==> config.mk <==
export PLATFORM = sky130hd
export DESIGN_NAME = hvn_ctrl
export DESIGN_NICKNAME = d
export VERILOG_FILES = /design/src/rtl/hvn_pkg.sv /design/src/rtl/hvn_ctrl.sv
export SDC_FILE = /design/constraint.sdc
export NUM_CORES = 1
export LEC_CHECK = 0
export ABC_CLOCK_PERIOD_IN_PS = 5100
export BUFFER_PORTS_ARGS = -buffer_cell sky130_fd_sc_hd__buf_4
export CORE_MARGIN = 5
export CORE_UTILIZATION = 39
export CTS_CLUSTER_DIAMETER = 150
export DETAILED_ROUTE_END_ITERATION = 16
export GPL_TIMING_DRIVEN = 0
export SYNTH_ARGS = -nofsm -noshare
export SYNTH_HDL_FRONTEND = slang
export SYNTH_SLANG_ARGS = --single-unit
==> constraint.sdc <==
create_clock -name clk -period 5.1 [get_ports clk]
set_input_delay 0.255 -clock clk [delete_from_list [all_inputs] [get_ports clk]]
set_output_delay 0.255 -clock clk [all_outputs]
set_load 0.01 [all_outputs]
==> src/rtl/hvn_pkg.sv <==
package hvn_pkg;

  // default sizes of the height store
  localparam int MAX_COLS_DEF    = 256;
  localparam int MAX_ROWS_DEF    = 256;
  localparam int HEIGHT_BITS_DEF = 16;

  // port and field widths
  localparam int COMP_W    = 20;
  localparam int VEC_W     = 60;
  localparam int VTX_W     = 24;
  localparam int NRM_W     = 16;
  localparam int GRID_W    = 9;
  localparam int COORD_W   = 8;
  localparam int IN_H_W    = 16;
  localparam int CFG_IDX_W = 3;
  localparam int SIZE_W    = 13;

  // internal arithmetic widths
  localparam int DIFF_W  = VTX_W + 1;
  localparam int PROD_W  = 2 * DIFF_W;
  localparam int CROSS_W = PROD_W + 1;
  localparam int MAG_W   = CROSS_W;
  localparam int NM_W    = 31;
  localparam int SQ_W    = 2 * NM_W;
  localparam int RAD_W   = 64;
  localparam int LEN_W   = 33;
  localparam int QUO_W   = 15;
  localparam int FRAC_W  = 14;
  localparam int NUM_W   = NM_W + FRAC_W + 1;
  localparam int REM_W   = LEN_W + 1;

  // sequencing counts
  localparam int NUM_PTS    = 5;
  localparam int VTX_LAT    = 2;
  localparam int SQRT_STEPS = RAD_W / 2;
  localparam int DIV_STEPS  = QUO_W;

  // configuration register indexes
  localparam logic [CFG_IDX_W-1:0] REG_GRID_COLS   = 3'd0;
  localparam logic [CFG_IDX_W-1:0] REG_GRID_ROWS   = 3'd1;
  localparam logic [CFG_IDX_W-1:0] REG_ORIGIN      = 3'd2;
  localparam logic [CFG_IDX_W-1:0] REG_COL_STEP    = 3'd3;
  localparam logic [CFG_IDX_W-1:0] REG_ROW_STEP    = 3'd4;
  localparam logic [CFG_IDX_W-1:0] REG_HEIGHT_STEP = 3'd5;

  // grid points visited by one query
  typedef enum logic [2:0] {
    PT_CENTER, PT_LEFT, PT_RIGHT, PT_UPPER, PT_LOWER
  } pt_t;

  // kind of result word
  typedef enum logic [1:0] {
    RES_NORMAL, RES_OOR, RES_DEGEN
  } res_kind_t;

  // commands from controller to datapath
  typedef struct packed {
    logic      wr_en;
    logic      load;
    logic      rd_en;
    pt_t       rd_pt;
    logic      cdiff;
    logic      cmul;
    logic      csub;
    logic      nabs;
    logic      norm_step;
    logic      sqmul;
    logic      sqsum;
    logic      sqrt_step;
    logic      dinit;
    logic      div_step;
    logic      out_load;
    res_kind_t res_kind;
  } dp_cmd_t;

  // status from datapath to controller
  typedef struct packed {
    logic oor;
    logic zero;
    logic norm_ok;
  } dp_sts_t;

endpackage

==> src/rtl/hvn_ctrl.sv <==
module hvn_ctrl (
  input  logic              clk,
  input  logic              rst,
  input  logic              in_valid,
  output logic              in_ready,
  input  logic              action,
  output logic              out_valid,
  input  logic              out_ready,
  output hvn_pkg::dp_cmd_t  cmd,
  input  hvn_pkg::dp_sts_t  sts
);

  typedef enum logic [3:0] {
    S_IDLE, S_CHECK, S_READ, S_VWAIT, S_CDIFF, S_CMUL, S_CSUB, S_NABS,
    S_NORM, S_SQMUL, S_SQSUM, S_SQRT, S_DINIT, S_DIV, S_DONE
  } state_t;

  state_t                 state, state_next;
  logic [4:0]             cnt, cnt_next;
  hvn_pkg::res_kind_t     kind, kind_next;

  assign in_ready = (state == S_IDLE);

  // next state and datapath commands
  always_comb begin
    cmd          = '0;
    cmd.res_kind = kind;
    state_next   = state;
    cnt_next     = cnt;
    kind_next    = kind;
    case (state)
      S_IDLE: begin
        if (in_valid) begin
          if (action) begin
            cmd.load   = 1'b1;
            state_next = S_CHECK;
          end else begin
            cmd.wr_en = 1'b1;
          end
        end
      end
      S_CHECK: begin
        cnt_next = '0;
        if (sts.oor) begin
          kind_next  = hvn_pkg::RES_OOR;
          state_next = S_DONE;
        end else begin
          kind_next  = hvn_pkg::RES_NORMAL;
          state_next = S_READ;
        end
      end
      S_READ: begin
        cmd.rd_en = 1'b1;
        cmd.rd_pt = hvn_pkg::pt_t'(cnt[2:0]);
        if (cnt == 5'(hvn_pkg::NUM_PTS - 1)) begin
          cnt_next   = '0;
          state_next = S_VWAIT;
        end else begin
          cnt_next = cnt + 5'd1;
        end
      end
      S_VWAIT: begin
        if (cnt == 5'(hvn_pkg::VTX_LAT - 1)) begin
          cnt_next   = '0;
          state_next = S_CDIFF;
        end else begin
          cnt_next = cnt + 5'd1;
        end
      end
      S_CDIFF: begin
        cmd.cdiff  = 1'b1;
        state_next = S_CMUL;
      end
      S_CMUL: begin
        cmd.cmul   = 1'b1;
        state_next = S_CSUB;
      end
      S_CSUB: begin
        cmd.csub   = 1'b1;
        state_next = S_NABS;
      end
      S_NABS: begin
        cmd.nabs   = 1'b1;
        state_next = S_NORM;
      end
      S_NORM: begin
        if (sts.zero) begin
          kind_next  = hvn_pkg::RES_DEGEN;
          state_next = S_DONE;
        end else if (sts.norm_ok) begin
          state_next = S_SQMUL;
        end else begin
          cmd.norm_step = 1'b1;
        end
      end
      S_SQMUL: begin
        cmd.sqmul  = 1'b1;
        state_next = S_SQSUM;
      end
      S_SQSUM: begin
        cmd.sqsum  = 1'b1;
        cnt_next   = '0;
        state_next = S_SQRT;
      end
      S_SQRT: begin
        cmd.sqrt_step = 1'b1;
        if (cnt == 5'(hvn_pkg::SQRT_STEPS - 1)) begin
          cnt_next   = '0;
          state_next = S_DINIT;
        end else begin
          cnt_next = cnt + 5'd1;
        end
      end
      S_DINIT: begin
        cmd.dinit  = 1'b1;
        cnt_next   = '0;
        state_next = S_DIV;
      end
      S_DIV: begin
        cmd.div_step = 1'b1;
        if (cnt == 5'(hvn_pkg::DIV_STEPS - 1)) begin
          cnt_next   = '0;
          state_next = S_DONE;
        end else begin
          cnt_next = cnt + 5'd1;
        end
      end
      S_DONE: begin
        if (!out_valid || out_ready) begin
          cmd.out_load = 1'b1;
          state_next   = S_IDLE;
        end
      end
      default: begin
        state_next = S_IDLE;
      end
    endcase
  end

  // state and output valid
  always_ff @(posedge clk) begin
    if (rst) begin
      state     <= S_IDLE;
      cnt       <= '0;
      kind      <= hvn_pkg::RES_NORMAL;
      out_valid <= 1'b0;
    end else begin
      state <= state_next;
      cnt   <= cnt_next;
      kind  <= kind_next;
      if (cmd.out_load) begin
        out_valid <= 1'b1;
      end else if (out_ready) begin
        out_valid <= 1'b0;
      end
    end
  end

endmodule

# Word-level counts from Yosys, hierarchy flattened
# Index checks and enable logic that the tools add are counted.
[classes] addsub=1 bitwise=0 n_lt_le_gt_ge=0 n_mux=40 shift=0 div_mod_pow=0 multipliers=0 eq_ne=27 reduce_logical=9
[op_table] operator="$pmux 4 s15" n=1
[op_table] operator="$mux 4" n=11
[op_table] operator="$eq 4x4->1 const B" n=7
[op_table] operator="$pmux 5 s5" n=1
[op_table] operator="$mux 5" n=4
[op_table] operator="$mux 1" n=19
[op_table] operator="$eq 4x3->1 const B" n=4
[op_table] operator="$ne 2x2->1 const B" n=7
[op_table] operator="$eq 4x2->1 const B" n=2
[op_table] operator="$reduce_and 8->1" n=1
[op_table] operator="$mux 2" n=3
[op_table] operator="$add 5x1->5 const B" n=1
[op_table] operator="$eq 5x1->1 const B" n=1
[op_table] operator="$eq 5x3->1 const B" n=1
[op_table] operator="$eq 5x4->1 const B" n=1
[op_table] operator="$eq 5x5->1 const B" n=1
[op_table] operator="$reduce_bool 5->1" n=1
[op_table] operator="$eq 4x1->1 const B" n=1
[op_table] operator="$logic_not 4->1" n=1
[op_table] operator="$pmux 2 s2" n=1
[op_table] operator="$reduce_bool 2->1" n=2
[op_table] operator="$ne 3x3->1 const B" n=1
[op_table] operator="$reduce_or 3->1" n=1
[op_table] operator="$ne 2x1->1 const B" n=1
[op_table] operator="3 further kinds" n=3
[word_totals] latchBits=0 out_inout_bits=21 mem_bits_rw=0 romBits=0 register_bits=12 memories=0

# Depth between registers and ports, before layout
[logic_depth] ltp_word=5 ltp_mapped=7

# Worst setup path before layout
# OpenSTA, ideal clock, no wires.
[synth_path] path_type="reg2reg" from="register cnt[0]" to="register state[2]" setup_ns=0.088 n_path_buf=0 stages_incl_launch_ff=8 arrival_time_ns=1.852 setup_slack_ns=3.160 cell_sequence="dfxtp_1 > inv_1 > ha_1 > nand2_1 > o31a_1 > or4_4 > o31a_1 > a311oi_2"
[synth_via] elab_chain_len=3
[synth_rtl] item="start: declaration" line="hvn_ctrl.sv:19" source="logic [4:0] cnt, cnt_next;"
[synth_rtl] item="start signal: assignment" line="hvn_ctrl.sv:149" source="cnt <= cnt_next;"
[synth_rtl] item="$eq 5x4->1 (tied with other cells)" line="hvn_ctrl.sv:121" source="if (cnt == 5'(hvn_pkg::DIV_STEPS - 1)) begin"
[synth_rtl] item="$ne 2x2->1 (no source line)"
[synth_rtl] item="$reduce_and 8->1 (no source line) (*)"
[synth_rtl] item="end signal: assignment" line="hvn_ctrl.sv:148" source="state <= state_next;"
[synth_rtl] item="end: declaration" line="hvn_ctrl.sv:18" source="state_t state, state_next;"
# Mark *: on every way between the ends. The rest lies on a longest branch, timed or not.
# A chain may end at the register's enable or synchronous reset.

# Worst setup path in the final report
# Ends and elaborated chain as after synthesis.

==> run_summary.xml <==
<?xml version="1.0" encoding="UTF-8"?>
<metrics>
  <group name="run_status">
    <metric name="run_status" unit="">completed</metric>
  </group>
  <group name="sta">
    <metric name="max_slew_vio_count" unit="">0</metric>
    <metric name="fmax" unit="MHz">476.7</metric>
    <metric name="post-route-min-period" unit="ns">2.098</metric>
    <metric name="final_hold_viol_count" unit="">0</metric>
    <metric name="timing.setup.tns" unit="ns">0</metric>
    <metric name="layout_worst_path_cycle_share" unit="%">41.14</metric>
    <metric name="grt_setup_unrepaired" unit="">no</metric>
    <metric name="timing_worst_slew_pin_value" unit="ns">0.6340</metric>
    <metric name="fin_skew" unit="ns">0.003975</metric>
    <metric name="setup-violations-final" unit="">0</metric>
    <metric name="slew_headroom" unit="%">57.14</metric>
  </group>
  <group name="cts">
    <metric name="worstSkewPairLatency" unit="ns">0.28</metric>
    <metric name="tritoncts" unit="">yes</metric>
    <metric name="cts_resized" unit="">0</metric>
    <metric name="cts-htree-levels" unit="">1</metric>
    <metric name="cts-hold-fix-buffers" unit="">0</metric>
    <metric name="cts.clk_slew.worst_paths" unit="ns">0.09</metric>
    <metric name="clkSinkCount" unit="">12</metric>
    <metric name="cts_buffers" unit="">3</metric>
    <metric name="clockRootBuffer" unit="">sky130_fd_sc_hd__clkbuf_4</metric>
    <metric name="post_cts.repair.setup_buffers" unit="">0</metric>
    <metric name="cts-root-to-sink-buffers" unit="">2</metric>
  </group>
  <group name="routing">
    <metric name="drt_wl_total" unit="mm">2.475</metric>
    <metric name="number_of_drc_markers_in_iteration_0" unit="">30</metric>
    <metric name="routed_via_density" unit="">5.398</metric>
    <metric name="ant_nets" unit="">0</metric>
    <metric name="drc" unit="">0</metric>
    <metric name="post_drt_wl_per_cell" unit="µm">13.31</metric>
    <metric name="drt-pass1-iter-count" unit="">4</metric>
    <metric name="num_vias" unit="">1004</metric>
  </group>
  <group name="synthesis">
    <metric name="postSynthRegisterBits" unit="">12</metric>
    <metric name="synth_async_sr_flop_share" unit="%">0</metric>
    <metric name="dominantRegCellSynth" unit="">sky130_fd_sc_hd__dfxtp_1</metric>
    <metric name="number_of_enable_flip_flop_cells_after_synthesis" unit="">0</metric>
    <metric name="synth_fp_nets" unit="">138</metric>
    <metric name="synthDominantCellAreaShare" unit="%">24.21</metric>
    <metric name="netlist_top_cells_area" unit="">sky130_fd_sc_hd__dfxtp_1, sky130_fd_sc_hd__ha_1, sky130_fd_sc_hd__a21oi_1</metric>
    <metric name="synthDominantAreaCellType" unit="">sky130_fd_sc_hd__dfxtp_1</metric>
    <metric name="avgSynthCellArea" unit="µm²">7.938</metric>
    <metric name="synth.distinct_cells" unit="">43</metric>
    <metric name="synthesis.area" unit="µm²">992.2</metric>
    <metric name="seq_area_frac_synth" unit="%">24.21</metric>
    <metric name="synthCells" unit="">125</metric>
    <metric name="synthesis.yosys.warnings" unit="">0</metric>
  </group>
  <group name="final_layout">
    <metric name="flow.area_growth_from_synthesis" unit="%">27.87</metric>
    <metric name="antenna_fix_cells" unit="">0</metric>
    <metric name="postLayoutCellArea" unit="µm²">1269</metric>
    <metric name="mostFrequentLayoutCells" unit="">sky130_fd_sc_hd__buf_4, sky130_fd_sc_hd__nor2_1, sky130_fd_sc_hd__nand2_1, sky130_fd_sc_hd__dfxtp_1, sky130_fd_sc_hd__a21oi_1</metric>
    <metric name="number_of_filler_cells_placed_in_the_layout" unit="">264</metric>
    <metric name="nets" unit="">170</metric>
    <metric name="post_route_cells_drive_above_1_share" unit="%">26.28</metric>
    <metric name="final_common_cell" unit="">sky130_fd_sc_hd__buf_4</metric>
  </group>
  <group name="critical_path">
    <metric name="crit_fanout" unit="">5</metric>
    <metric name="worst-r2r-setup-slack" unit="ns">3.00</metric>
    <metric name="worstSetupEndpointType" unit="">flop</metric>
    <metric name="rr_endpoint" unit="">state[2]</metric>
    <metric name="cpMostUsedCell" unit="">sky130_fd_sc_hd__o31a_1</metric>
    <metric name="reg2reg_depth" unit="">7</metric>
    <metric name="worstPathArrival" unit="ns">2.30</metric>
    <metric name="critical_path.max_stage_delay" unit="ns">0.52</metric>
    <metric name="rr_startpoint" unit="">cnt[0]</metric>
    <metric name="data_required_time_at_the_worst_endpoint" unit="ns">5.31</metric>
    <metric name="worst-setup-path-type" unit="">flop to flop</metric>
    <metric name="worst_setup_path_start_kind" unit="">flop</metric>
    <metric name="critical_path.cell_chain" unit="">inv_1 &gt; ha_1 &gt; nand2_1 &gt; o31a_1 &gt; or4_4 &gt; o31a_1 &gt; a311oi_2</metric>
    <metric name="timing.critical_path.slowest_stage_cell" unit="">sky130_fd_sc_hd__or4_4</metric>
  </group>
  <group name="place">
    <metric name="hpwlAfterDp" unit="mm">1.911</metric>
    <metric name="port-buffer-count" unit="">27</metric>
    <metric name="place_area" unit="µm²">1232</metric>
    <metric name="gpl.final_weighted_congestion" unit="">0.8459</metric>
  </group>
  <group name="global_routing">
    <metric name="grt.overflow.total" unit="">0</metric>
    <metric name="grt_usage" unit="%">14.67</metric>
    <metric name="antenna_found_initial" unit="">0</metric>
    <metric name="first_global_vias" unit="">900</metric>
    <metric name="pin_count_of_the_biggest_net_entering_global_routing" unit="">11</metric>
    <metric name="grt_first_pass_wirelength" unit="mm">4.057</metric>
  </group>
  <group name="floorplanning">
    <metric name="die_h" unit="µm">60.44</metric>
    <metric name="placement_rows" unit="">18</metric>
    <metric name="chipWidth" unit="µm">60.44</metric>
    <metric name="initial_utilization" unit="%">40.42</metric>
    <metric name="io_pins" unit="">29</metric>
    <metric name="floorplan.die_area" unit="µm²">3653</metric>
    <metric name="core_region_area" unit="µm²">2455</metric>
  </group>
  <group name="power_and_ir_drop">
    <metric name="internal-power" unit="mW">0.3276</metric>
    <metric name="post-layout-total-power" unit="mW">0.5854</metric>
    <metric name="comb_power_share" unit="%">62.4</metric>
    <metric name="power.net_switching" unit="mW">0.2578</metric>
    <metric name="power_frac_clock" unit="%">13.8</metric>
    <metric name="irDropWorstVdd" unit="mV">0.2415</metric>
    <metric name="power_frac_seq" unit="%">23.8</metric>
    <metric name="switching_share" unit="%">44.03</metric>
    <metric name="power.static_leakage" unit="nW">0.5541</metric>
    <metric name="power.density" unit="nW/µm²">461.4</metric>
  </group>
  <group name="min_path">
    <metric name="min-delay-start" unit="">sts[2]</metric>
    <metric name="worstHoldEndpoint" unit="">kind[0]</metric>
    <metric name="hold_path_depth" unit="">3</metric>
    <metric name="hold_path.class" unit="">input port to flop</metric>
  </group>
  <group name="run">
    <metric name="number_of_max_capacitance_violations_reported" unit="">0</metric>
  </group>
</metrics>
[per-stage QoR]
step	std cells	setup slack (ns)	hold WS [ns]	util, %
5_1_grt	186	2.914	0.2434	51.68
3_5_place_dp	182	3.010	0.4824	50.20
6_report	186	3.002	0.2425	51.68
3_3_place_gp	182	3.033	0.4720	50.20
4_1_cts	186	2.988	0.2378	51.68
2_1_floorplan	125	3.160	0.3910	-
[kinds of logic after synthesis]
logic type / after synthesis / synth area share (%)
flip-flops: 12 / 24.21
buffers and inverters: 12 / 6.178
adder cells (fa/ha/maj): 5 / 6.305
multiplexers: 2 / 2.018
AO/OA/AOI/OAI: 29 / 21.31
AND/OR/NAND/NOR: 62 / 37.33
XOR/XNOR: 3 / 2.649
[cell usage after synthesis, types with 2 or more instances]
library cell and instances:
sky130_fd_sc_hd__dfxtp_1 12, sky130_fd_sc_hd__xnor2_1 2, sky130_fd_sc_hd__buf_6 2, sky130_fd_sc_hd__a21boi_1 2, sky130_fd_sc_hd__o31a_1 2, sky130_fd_sc_hd__a31oi_1 3
sky130_fd_sc_hd__o21ai_0 3, sky130_fd_sc_hd__nand3b_1 2, sky130_fd_sc_hd__nor2_1 12, sky130_fd_sc_hd__ha_1 5, sky130_fd_sc_hd__nand3_1 3, sky130_fd_sc_hd__nand2b_1 5
sky130_fd_sc_hd__a21oi_1 10, sky130_fd_sc_hd__a311oi_1 2, sky130_fd_sc_hd__nor3_1 3, sky130_fd_sc_hd__and2_1 7, sky130_fd_sc_hd__nand4b_1 2, sky130_fd_sc_hd__inv_1 5
sky130_fd_sc_hd__and3_1 2, sky130_fd_sc_hd__nor2b_1 3, sky130_fd_sc_hd__nand2_1 12, sky130_fd_sc_hd__mux2i_1 2, sky130_fd_sc_hd__clkbuf_1 4
[cell type report]
class | count | area (µm²) | area share (%)
Sequential cell | 12 | 240.2 | 18.93
Tap cell | 30 | 37.54 | 2.959
Buffer | 7 | 42.54 | 3.353
Multi-Input combinational cell | 101 | 690.7 | 54.44
Clock buffer | 4 | 36.28 | 2.860
Timing Repair Buffer | 27 | 202.7 | 15.98
Inverter | 5 | 18.77 | 1.479
[flip-flops by register name, indices dropped and copies added (netlist names)]
register   flops
state          4
kind           2
out_valid      1
cnt            5
[per-layer routing]
metal	vias up	global-route usage, %	part of all wire, %	wire length, µm
li1	509	-	-	-
met1	461	20.28	46	1140
met2	29	22.22	45	1112
met3	5	2.766	7.2	178
met4	0	6.502	1.7	43
met5	-	0	0	0
[worst max-delay path by stage]
stage,from,slack [ns],to,depth (start not counted)
2_1_floorplan,cnt[0],3.16,state[2],7
3_3_place_gp,cnt[0],3.03,state[2],7
3_5_place_dp,cnt[0],3.01,state[2],7
4_1_cts,cnt[0],2.99,state[2],7
5_1_grt,cnt[0],2.91,state[2],7
6_report,cnt[0],3.00,state[2],7
[critical path, delay by kind of cell, from the launching register on]
kind                     cells  cell delay, ns
flip-flops                   1            0.36
AO/OA/AOI/OAI                3            0.78
buffers and inverters        1            0.13
AND/OR/NAND/NOR              2            0.58
adder cells (fa/ha/maj)      1            0.18
[power by group through the flow]
stage	Combinational (mW)	Clock, mW	Sequential, mW
after floorplan	0.271	0	0.135
after global placement	0.358	0	0.140
after detailed placement	0.365	0	0.141
after CTS	0.367	0.0834	0.139
after global routing	0.408	0.0882	0.144
final	0.365	0.0807	0.139
Power figures use the tool's default switching activity.
